### src/rtl/hkrd_pkg.sv
// Shared constants and types for the keyboard report press and release detector.
package hkrd_pkg;

	localparam int KEY_SLOTS = 6;
	localparam int KEY_W     = 8;
	localparam int MOD_W     = 8;
	localparam int EVENTS    = 2 * KEY_SLOTS;
	localparam int IDX_W     = $clog2(EVENTS);

	localparam logic EV_RELEASE = 1'b0;
	localparam logic EV_PRESS   = 1'b1;

	typedef logic [KEY_W-1:0] key_t;
	typedef key_t [KEY_SLOTS-1:0] key_set_t;
	typedef key_t [EVENTS-1:0] lane_keys_t;

	typedef struct packed {
		logic                load;
		logic [EVENTS-1:0]   mask;
		logic [MOD_W-1:0]    mods;
	} load_t;

endpackage

### src/rtl/hkrd_lane.sv
// One comparison lane: flags a nonzero key that is absent from the other report.
module hkrd_lane (
	input  hkrd_pkg::key_t     key,
	input  hkrd_pkg::key_set_t other,
	output logic               changed
);

	logic found;

	always_comb begin
		found = 1'b0;
		for (int i = 0; i < hkrd_pkg::KEY_SLOTS; i++) begin
			if (other[i] == key) begin
				found = 1'b1;
			end
		end
		changed = (key != '0) && !found;
	end

endmodule

### src/rtl/hkrd_drain.sv
// Merge stage: holds the lane flags of one report and sends one event per beat.
module hkrd_drain (
	input  logic                               clk,
	input  logic                               arst_n,
	input  hkrd_pkg::load_t                    ld,
	input  hkrd_pkg::lane_keys_t               ld_keys,
	output logic                               free,
	output logic                               evt_valid,
	input  logic                               evt_stall,
	output logic                               event_type,
	output logic [hkrd_pkg::KEY_W-1:0]         usage_id,
	output logic [hkrd_pkg::MOD_W-1:0]         event_modifiers,
	output logic                               last_event
);

	logic [hkrd_pkg::EVENTS-1:0] pend_q;
	hkrd_pkg::lane_keys_t        keys_q;
	logic [hkrd_pkg::MOD_W-1:0]  mods_q;

	logic                        valid_q;
	logic                        type_q;
	hkrd_pkg::key_t              id_q;
	logic [hkrd_pkg::MOD_W-1:0]  omods_q;
	logic                        last_q;

	logic [hkrd_pkg::IDX_W-1:0]  pick;
	logic [hkrd_pkg::EVENTS-1:0] rest;
	logic                        advance;

	always_comb begin
		pick = '0;
		for (int i = hkrd_pkg::EVENTS - 1; i >= 0; i--) begin
			if (pend_q[i]) begin
				pick = hkrd_pkg::IDX_W'(i);
			end
		end
		rest    = pend_q & ~(hkrd_pkg::EVENTS'(1) << pick);
		advance = (pend_q != '0) && (!valid_q || !evt_stall);
		free    = (pend_q == '0) || (advance && (rest == '0));
	end

	always_ff @(posedge clk or negedge arst_n) begin
		if (!arst_n) begin
			pend_q  <= '0;
			valid_q <= 1'b0;
		end else begin
			if (ld.load) begin
				pend_q <= ld.mask;
			end else if (advance) begin
				pend_q <= rest;
			end
			if (advance) begin
				valid_q <= 1'b1;
			end else if (!evt_stall) begin
				valid_q <= 1'b0;
			end
		end
	end

	always_ff @(posedge clk) begin
		if (ld.load) begin
			keys_q <= ld_keys;
			mods_q <= ld.mods;
		end
		if (advance) begin
			type_q  <= (pick >= hkrd_pkg::IDX_W'(hkrd_pkg::KEY_SLOTS)) ?
				hkrd_pkg::EV_PRESS : hkrd_pkg::EV_RELEASE;
			id_q    <= keys_q[pick];
			omods_q <= mods_q;
			last_q  <= (rest == '0);
		end
	end

	assign evt_valid       = valid_q;
	assign event_type      = type_q;
	assign usage_id        = id_q;
	assign event_modifiers = omods_q;
	assign last_event      = last_q;

endmodule

### src/rtl/hid_keyboard_report_diff.sv
// Top level of the boot keyboard report press and release detector.
//
// A report beat enters on req_valid and req_stall with the modifier byte, six
// usage IDs and report_full. Twelve lanes compare it with the previous keys in
// the same cycle: six look for released keys and six for pressed keys. The
// merge stage then sends the events, releases first and then presses, each in
// slot order, one beat per cycle while evt_stall is low, on evt_valid and
// evt_stall. last_event marks the final event of a report. A report with
// report_full low, or one without changes, gives no beats. Each event is held
// in the pending flags of the merge stage and then in the output register.
// The next report is taken in the cycle that the last event of the one before
// moves to the output register. Reset clears the previous keys to zero and
// drops any pending events. While the receiver stalls, the output beat holds
// and req_stall rises once events are pending.
module hid_keyboard_report_diff (
	input  logic                        clk,
	input  logic                        arst_n,
	input  logic                        req_valid,
	output logic                        req_stall,
	input  logic                        report_full,
	input  logic [hkrd_pkg::MOD_W-1:0]  modifier_mask,
	input  logic [hkrd_pkg::KEY_W-1:0]  key_0,
	input  logic [hkrd_pkg::KEY_W-1:0]  key_1,
	input  logic [hkrd_pkg::KEY_W-1:0]  key_2,
	input  logic [hkrd_pkg::KEY_W-1:0]  key_3,
	input  logic [hkrd_pkg::KEY_W-1:0]  key_4,
	input  logic [hkrd_pkg::KEY_W-1:0]  key_5,
	output logic                        evt_valid,
	input  logic                        evt_stall,
	output logic                        event_type,
	output logic [hkrd_pkg::KEY_W-1:0]  usage_id,
	output logic [hkrd_pkg::MOD_W-1:0]  event_modifiers,
	output logic                        last_event
);

	hkrd_pkg::key_set_t          prev_q;
	hkrd_pkg::key_set_t          cur;
	hkrd_pkg::lane_keys_t        lane_keys;
	logic [hkrd_pkg::EVENTS-1:0] hits;
	hkrd_pkg::load_t             ld;
	logic                        free;
	logic                        take;

	assign cur[0] = key_0;
	assign cur[1] = key_1;
	assign cur[2] = key_2;
	assign cur[3] = key_3;
	assign cur[4] = key_4;
	assign cur[5] = key_5;

	for (genvar g = 0; g < hkrd_pkg::KEY_SLOTS; g++) begin : g_lane
		hkrd_lane u_rel (
			.key     (prev_q[g]),
			.other   (cur),
			.changed (hits[g])
		);
		hkrd_lane u_prs (
			.key     (cur[g]),
			.other   (prev_q),
			.changed (hits[hkrd_pkg::KEY_SLOTS + g])
		);
		assign lane_keys[g]                      = prev_q[g];
		assign lane_keys[hkrd_pkg::KEY_SLOTS + g] = cur[g];
	end

	assign req_stall = !free;
	assign take      = req_valid && free && report_full;

	always_comb begin
		ld.load = take;
		ld.mask = hits;
		ld.mods = modifier_mask;
	end

	always_ff @(posedge clk or negedge arst_n) begin
		if (!arst_n) begin
			prev_q <= '0;
		end else if (take) begin
			prev_q <= cur;
		end
	end

	hkrd_drain u_drain (
		.clk             (clk),
		.arst_n          (arst_n),
		.ld              (ld),
		.ld_keys         (lane_keys),
		.free            (free),
		.evt_valid       (evt_valid),
		.evt_stall       (evt_stall),
		.event_type      (event_type),
		.usage_id        (usage_id),
		.event_modifiers (event_modifiers),
		.last_event      (last_event)
	);

endmodule

### config.mk
export PLATFORM = sky130hd
export DESIGN_NAME = hid_keyboard_report_diff
export DESIGN_NICKNAME = d
export VERILOG_FILES = /design/src/rtl/hkrd_pkg.sv /design/src/rtl/hkrd_lane.sv /design/src/rtl/hkrd_drain.sv /design/src/rtl/hid_keyboard_report_diff.sv
export SDC_FILE = /design/constraint.sdc
export NUM_CORES = 1
export LEC_CHECK = 0
export BUFFER_PORTS_ARGS = -buffer_cell sky130_fd_sc_hd__buf_2
export CELL_PAD_IN_SITES_DETAIL_PLACEMENT = 0
export CELL_PAD_IN_SITES_GLOBAL_PLACEMENT = 1
export CORE_MARGIN = 4
export CORE_UTILIZATION = 30
export DETAILED_ROUTE_END_ITERATION = 10
export MAX_ROUTING_LAYER = met4
export PLACE_DENSITY_LB_ADDON = 0.1
export SETUP_SLACK_MARGIN = 0.02
export SYNTH_ARGS = -nofsm -noshare
export SYNTH_HDL_FRONTEND = slang
export SYNTH_SLANG_ARGS = --single-unit
### constraint.sdc
create_clock -name clk -period 3.1 [get_ports clk]
set_clock_uncertainty 0.1 [all_clocks]
set_input_delay 0.155 -clock clk [delete_from_list [all_inputs] [get_ports clk]]
set_output_delay 0.155 -clock clk [all_outputs]
set_load 0.02 [all_outputs]
[Word level (Yosys, flattened, before mapping)]
Cells that the tools add are included.
Storage, ports and cells
  input port bits: 61
  bits in writable memories: 0
  flip-flop bits (word level): 183
  bits in read-only memories: 0
  bits in latches: 0
  output and inout bits: 20
  memories: 0
  logic and storage cells: 243
Cells by class
  reductions and logical operators: 49
  multipliers: 0
  magnitude comparators: 2
  mux-type cells: 91
  equal/unequal tests: 73
  shift operators: 1
  div/mod/pow operators: 0
  bitwise gates (word level): 2
  add/sub/neg operators: 0
Operators by type and width (number)
  8-bit == test: 72
  8-bit nonzero test: 12
  1-bit two-way mux: 75
  4-bit two-way mux: 12
  8-bit binary-select mux with 4-bit select: 1
  12-bit zero test: 2
  12-bit two-way mux: 2
  1-bit logical AND: 16
  1-bit zero test: 15
  12-bit AND: 1
  12-bit inverter: 1
  12-bit nonzero test: 1
  1-bit by 4-bit << shifter with 12-bit output (first input constant): 1
  8-bit two-way mux: 1
  4-bit by 5-bit less-than comparator with 1-bit output (second input constant): 1
  4-bit by 3-bit >= comparator with 1-bit output (second input constant): 1
  1-bit logical OR: 2
  2-bit by 1-bit != test with 1-bit output (second input constant): 1
  2-bit nonzero test: 1

[Logic depth before layout (Yosys ltp)]
Gate-level depths: netlist of the first run.
  word-level depth: 21
  mapped depth: 10
  depth with buffers taken out: 8

[Cells and area by module]
A second synthesis of the first run with hierarchy kept.
Unflattened totals
  cells, all modules: 1388
  area, all modules: 15114.5 µm²
By module, submodules not included
  hkrd_lane: times used 12, sequential area each 0.0 µm², cells each 77, area an instance 648.1 µm²
  hkrd_drain: times used 1, sequential area each 3988.8 µm², cells each 360, area an instance 5506.5 µm²
  hid_keyboard_report_diff: times used 1, sequential area each 1201.2 µm², cells each 104, area an instance 1830.5 µm²

[Worst setup path after synthesis of the first run]
Ideal clock, no wire load.
  kind: register to register
  from: register u_drain.pend_q[2] (netlist name)
  to: register prev_q (netlist bit lane_keys[31])
  arrival time: 2.525 ns
  stages on the path, launching flop included: 11
  setup slack: 0.350 ns
  path buffers: 3
  setup time: 0.125 ns
  clock period less this slack: 2.750 ns
  required time: 2.875 ns
  cells stage by stage: dfrtp_1 > buf_4 > nor4_4 > and3_1 > buf_4 > a31oi_2 > nor3_4 > o21ai_4 > inv_6 > buf_12 > mux2_4
Between the ends
  word-level cells in the longest chain between the ends: 11
  elaborated cells between the ends (all ways): 14
  classes of those cells: 1 x shift; 3 x mux; 2 x bitwise; 8 x reduce/logical
RTL lines
  start: declaration: line hkrd_drain.sv:16  | logic [hkrd_pkg::EVENTS-1:0] pend_q;
  start signal: assignment: line hkrd_drain.sv:48  | pend_q <= ld.mask;
  start signal: assignment: line hkrd_drain.sv:50  | pend_q <= rest;
  4-bit two-way mux (3 in a row): line hkrd_drain.sv:33  | if (pend_q[i]) begin
  1-bit by 4-bit << shifter with 12-bit output: line hkrd_drain.sv:37  | rest = pend_q & ~(hkrd_pkg::EVENTS'(1) << pick);
  12-bit inverter: line hkrd_drain.sv:37
  12-bit AND: line hkrd_drain.sv:37
  12-bit zero test: line hkrd_drain.sv:39  | free = (pend_q == '0) || (advance && (rest == '0));
  1-bit logical AND: line hkrd_drain.sv:39
  1-bit logical OR *: line hkrd_drain.sv:39
  1-bit logical AND * (2 in a row): line hid_keyboard_report_diff.sv:67  | assign take = req_valid && free && report_full;
  net take: line hid_keyboard_report_diff.sv:42  | logic take;
  end signal: assignment: line hid_keyboard_report_diff.sv:79  | prev_q <= cur;
  end: declaration: line hid_keyboard_report_diff.sv:36  | hkrd_pkg::key_set_t prev_q;
Mark *: on every way through the listed nets, which the timed path passes. The rest lies on a longest branch.
A chain may end at the register's enable or synchronous reset.

[Worst setup path in the final report of the first run]
  from: register u_drain.pend_q[2] (netlist name)
  to: register prev_q (netlist bit lane_keys[24])
Between the ends
  word-level cells in the longest chain between the ends: 11
  elaborated cells between the ends (all ways): 14
  classes of those cells: 1 x shift; 3 x mux; 2 x bitwise; 8 x reduce/logical
RTL lines (line)
  4-bit two-way mux (3 in a row): hkrd_drain.sv:33
  1-bit by 4-bit << shifter with 12-bit output: hkrd_drain.sv:37
  12-bit inverter: hkrd_drain.sv:37
  12-bit AND: hkrd_drain.sv:37
  12-bit zero test: hkrd_drain.sv:39
  1-bit logical AND: hkrd_drain.sv:39
  1-bit logical OR *: hkrd_drain.sv:39
  1-bit logical AND * (2 in a row): hid_keyboard_report_diff.sv:67
Every way passes the cells marked *; elsewhere a longest branch is shown, timed or not.

==> results of run 1 <==
[kinds of logic after synthesis]
family,after synthesis
muxes,96
AOI/OAI and AO/OA,98
buffers and inverters,122
xor gates and xnor gates,288
DFF,183
adders and majority gates,1
and+or+nand+nor,210
[per-layer routing]
| layer | global-route usage [%] | share of wire (%) |
|---|---|---|
| met1 | 27.6 | 46 |
| met2 | 33.1 | 48 |
| met3 | 3.47 | 4.1 |
| met4 | 5.25 | 1.9 |
| met5 | - | 0 |
[critical path: cells and delay by family (launching register included)]
family                 cells  cell delay, ps
AOI/OAI and AO/OA          3             410
DFF                        1             510
buffers and inverters      2             520
muxes                      1             330
and+or+nand+nor            3             820
[registers in the layout, indices dropped and copies added (netlist names)]
name and count:
u_drain.usage_id 8, u_drain.last_event 1, u_drain.evt_valid 1, lane_keys 48, u_drain.keys_q 96, u_drain.mods_q 8, u_drain.event_type 1, u_drain.event_modifiers 8
u_drain.pend_q 12
[where the power goes]
group          total (mW)  internal [mW]  switching, mW  leakage, nW
clock                2.20           1.14           1.06        0.288
combinational        6.61           3.18           3.43         2.28
sequential           4.74           3.36           1.39         1.88
total                13.6           7.68           5.88         4.45
[Yosys cell counts, types with 2 or more instances]
cell,n
xor2_1,32
buf_4,4
buf_12,4
nand2_1,27
a211oi_1,3
xnor2_1,256
clkbuf_1,89
edfxtp_1,122
a21oi_1,36
buf_1,14
nand4_1,64
mux2i_1,28
o21ai_0,14
a31oi_1,3
nor2_1,41
o21ai_1,19
dfrtp_1,61
nand4b_1,3
nand3_1,17
nand2b_1,2
nor3_1,3
mux2_2,20
inv_1,5
nor4_4,2
o221ai_1,5
mux2_4,47
buf_2,3
o31ai_1,9
buf_6,2
nor4_1,40
or3_1,2
[how the worst max path moves through the flow]
stage | start | endpoint | slack, ps | cells past startpoint
CTS | u_drain.pend_q[10] | lane_keys[24] | 220 | 9
finish | u_drain.pend_q[2] | lane_keys[24] | 270 | 9
detailed placement | u_drain.pend_q[10] | lane_keys[24] | 240 | 9
floorplan | u_drain.pend_q[2] | lane_keys[31] | 350 | 10
global route | u_drain.pend_q[2] | lane_keys[24] | 120 | 9
global placement | u_drain.pend_q[7] | lane_keys[24] | 260 | 9
[area by class of cell]
class	count	area [um^2]
clock buffer	17	425
sequential	183	5190
timing repair buffer	129	868
tap	504	631
clock inverter	14	159
antenna	1	2.50
multi-input combinational	693	5550
fill	3666	24000
inverter	6	27.5
[through the flow]
step	total power [mW]	std cells
after floorplan	9.06	998
after global placement	11.5	1505
after detailed placement	11.4	1505
after CTS	13.7	1546
after global routing	14.4	1547
final	13.6	1547
[what timing repair did]
action	in CTS	in global routing
endpoints found under the setup margin	0	5
hold buffers	10	0
resized for setup	0	1
hold endpoints to repair	38	0
==> metrics.cfg, run 1 <==
[timing]
finalCriticalPeriod_ps=2830
fin_setup_tns_ps=0
post-route-period-util_pct=91.2
finalSetupViolCount=0
hold_viol=0
hold_slack_ps=35.1
fmax_ghz=0.354
maxSlewViolCount=0
tightest_slew_ps=822
grt_setup_unrepaired=no
fin_ws_ps=274
relSlewSlack_pct=45.2

[global_route]
grt_pass1_vias=7972
grtUsageTotal_pct=20.7
grt_max_degree=33
grt_pass1_wl_um=59100
gr-total-overflow=0
antenna_found_initial=1

[critical_path]
start_kind=register
rr_endpoint=lane_keys[24]
r2r-start=u_drain.pend_q[2]
crit_chain=nor4_4, a31oi_1, a211oi_1, nand3b_1, nor3_4, o21ai_4, inv_6, buf_12, mux2_1
worstPathRequired_ps=3330
r2r_slack_ps=270
slowest_stage=dfrtp_1
cp_max_fo=26
reg2reg_depth=9
path_class=reg -> reg
crit_path_end_kind=register
critical-path-max-stage-delay_ps=510
crit_arrival_ps=3050

[clock_network]
clock-sinks=183
postCtsSetupRepairBufs=0
cts_tree=yes
clk_pin_slew_ps=80
clock_latency_ps=450
cts_root_buf=clkbuf_16
cts_buffers=17
htreeDepth=4
clockBufferDepth=2

[drt]
drc_errors=0
ant_nets=0
vias=7730
via_per_inst=5.00
drtPass1Iterations=5
drt-initial-drc-count=578
post_drt_wl_per_cell_um=26.7
wl_um=41300

[synth]
yosysSeqAreaShare_pct=46.0
synth_top_area_share_pct=32.5
yosys.area_share.adder_pct=0.0888
muxShareOfSynthArea_pct=10.8
yosys.area.top_type=edfxtp_1
synth_top_family_by_area=XOR/XNOR gates
synth-compound-area-share_pct=5.31
yosys_register_bits=183
yosysWarnings=0
synthSimpleGateAreaFrac_pct=10.4
async_flop_share_pct=33.3
synth.area.top_cells=edfxtp_1 32%, xnor2_1 20%, dfrtp_1 14%
synth_cells=998
synth_edf_count=122
synth_cell_type_count=52
syn_nets=1059
synthXorXnorAreaFrac_pct=22.4
ys.flop_type=edfxtp_1
avgSynthCellArea_um2=11.3
syn-cell-area_um2=11300

[cells_and_area]
finalNetCount=1091
layout_common_cells=256 x xnor2_1, 122 x edfxtp_1, 80 x buf_2
fin_util_pct=34.8
syn_to_final_growth_pct=13.9
layout_commonest_cell=xnor2_1
drive_above_1_share_pct=21.9
final_area_um2=12800

[floorplan]
start_util_pct=30.6
die_area_um2=40800
die_w_um=202
fp.dieH_um=202
coreArea_um2=36900
pin_count=81
row_count=70

[placed_design]
preCtsSetupSlack_ps=237
io_buffers=80
placed_cell_area_um2=12200
detailed_place_hpwl_um=29300
routabilityCongestion=0.893

[min_path]
min_path_type=in -> reg
worstHoldEndpoint=u_drain.keys_q[61]
worstHoldStart=key_1[5]
holdPathStages=1

[status]
outcome=finished, final reports clean

[power_and_ir_drop]
ir_drop_mv=0.467
p_leak_nw=4.45
p_per_area_nw_per_um2=1050

[run]
drv_cap=0

Note: power is estimated with default switching activity, not from simulation.
==> inputs of run 2 (changes only) <==
- BUFFER_PORTS_ARGS: -buffer_cell sky130_fd_sc_hd__buf_2 -> default
- CTS_BUF_LIST: default -> sky130_fd_sc_hd__clkbuf_16
- DONT_BUFFER_PORTS: default -> 1
==> metrics.cfg, run 2 (synthesis results as in run 1) <==
[min_path]
worstHoldEndpoint=u_drain.pend_q[11]
worstHoldStart=key_5[7]
min_path_type=in -> reg
holdPathStages=4  ; +3

[placed_design]
io_buffers=0  ; -100%
dp.cells=1418  ; -5.8%
detailed_place_hpwl_um=29100  ; -0.69%
placed_cell_area_um2=11700  ; -4.0%
routabilityCongestion=0.846  ; -5.3%

[run]
drv_cap=0  ; unchanged

[cells_and_area]
fin_util_pct=34.8  ; -0.044 points
finalNetCount=1052  ; -3.6%
final_area_um2=12800  ; -0.13%
layout_common_cells=256 x xnor2_1, 122 x edfxtp_1, 64 x nand4_1
diodes=0  ; -1
layout_commonest_cell=xnor2_1
drive_above_1_share_pct=14.0  ; -7.8 points
largest_reg_flops=96  ; unchanged
instances_no_fill=1508  ; -2.5%
largest_register=u_drain.keys_q
syn_to_final_growth_pct=13.8

[drt]
post_drt_wl_per_cell_um=29.0  ; +8.7%
ant_nets=0  ; unchanged
routed.top_layer=met4
drtPass1Iterations=5  ; unchanged
via_per_inst=5.17  ; +3.6%
vias=7803  ; +0.94%
drt-initial-drc-count=599  ; +3.6%
route.met3.wl_um=1640  ; -3.9%
met1Wirelength_um=20700  ; +8.7%
drc_errors=0  ; unchanged
wl_met2_um=20600  ; +4.4%
wl_um=43700  ; +5.9%

[timing]
grt_setup_unrepaired=no
maxSlewViolCount=0  ; unchanged
fmax_ghz=0.353  ; -0.21%
finalSetupViolCount=0  ; unchanged
hold_slack_ps=73.7  ; +38.6 ps
tightest_slew_ps=669  ; -152 ps
finalCriticalPeriod_ps=2830  ; +5.98 ps
post-route-period-util_pct=91.4  ; +0.19 points
relSlewSlack_pct=55.0  ; +9.8 points
hold_viol=0  ; unchanged
fin_setup_tns_ps=0  ; unchanged

[global_route]
grt_pass1_vias=7849  ; -1.5%
grtUsageTotal_pct=21.8  ; +1.1 points
gr-total-overflow=0  ; unchanged
grt_pass1_wl_um=61700  ; +4.3%
grt_max_degree=62  ; +88%
antenna_found_initial=1  ; unchanged

[power_and_ir_drop]
p_leak_nw=4.28  ; -3.8%
p_per_area_nw_per_um2=1030  ; -2.3%
ir_drop_mv=0.563  ; +21%

[floorplan]
row_count=70  ; unchanged
coreArea_um2=36900  ; unchanged
fp.dieH_um=202  ; unchanged
die_area_um2=40800  ; unchanged
pin_count=81  ; unchanged
start_util_pct=30.6  ; unchanged
die_w_um=202  ; unchanged

[critical_path]
reg2reg_depth=7  ; -2
start_kind=register
cp_max_fo=12  ; -54%
critical-path-max-stage-delay_ps=500  ; about the same
r2r_slack_ps=270  ; about the same
crit_chain=nor2_1, a221o_1, a211oi_4, buf_4, mux2_2, o21ai_0, nand3_1
worstPathRequired_ps=3150  ; -180 ps
path_class=reg -> reg
slowest_stage=dfrtp_1
crit_arrival_ps=2880  ; -170 ps
rr_endpoint=u_drain.usage_id[6]
r2r-start=u_drain.pend_q[7]
crit_path_end_kind=register

[clock_network]
cts_root_buf=clkbuf_16
cts_tree=yes
clockBufferDepth=2  ; unchanged
clk_pin_slew_ps=70  ; about the same
cts_resized=0  ; unchanged
clock_latency_ps=440  ; about the same
htreeDepth=4  ; unchanged
cts_buffers=17  ; unchanged
clock-sinks=183  ; unchanged

[status]
outcome=finished, final reports clean

run 2: power by group:
part | switching, mW | internal, mW
sequential | 1.66 | 3.36
clock | 1.03 | 1.13
combinational | 3.03 | 3.02
run 2: per-layer routing:
| metal | track usage (%) | vias to the layer above |
|---|---|---|
| li1 | - | 3509 |
| met1 | 30.2 | 4040 |
| met2 | 34.3 | 213 |
| met3 | 2.81 | 41 |
| met4 | 5.40 | 0 |
| met5 | - | - |
run 2: worst max-delay path, delay by kind of cell (launching register included):
family / cells / cell delay, ps
AOI/OAI and AO/OA: 3 / 1060
buffers and inverters: 1 / 270
DFF: 1 / 500
muxes: 1 / 350
and+or+nand+nor: 2 / 250
run 2: cell type report:
| type | count | area [um^2] |
|---|---|---|
| well taps | 504 | 631 |
| flip-flops and latches | 183 | 5190 |
| fillers | 3665 | 24000 |
| inverters | 6 | 27.5 |
| clock inverters | 15 | 143 |
| multi-input cells | 693 | 5540 |
| repair buffers | 90 | 876 |
| clock buffers | 17 | 425 |
run 2: through the flow:
stage	worst slack (ps)	power [mW]
global placement	302	11.0
floorplan	350	9.06
global route	80.0	14.0
CTS	248	13.4
detailed placement	275	11.1
finish	268	13.2
run 2: worst max-delay path by stage:
stage                             from                  end  slack [ps]  cells past startpoint
finish               u_drain.pend_q[7]  u_drain.usage_id[6]         270                      7
global route        u_drain.pend_q[10]        lane_keys[46]          80                      9
CTS                  u_drain.pend_q[3]            req_stall         250                      7
detailed placement  u_drain.pend_q[10]        lane_keys[46]         280                      9
global placement     u_drain.pend_q[2]        lane_keys[31]         300                      9
floorplan            u_drain.pend_q[2]        lane_keys[31]         350                     10
run 2: what timing repair did:
item	in CTS	in global routing
hold buffers	58	0
setup buffers	0	0
endpoints found under the hold margin	165	0
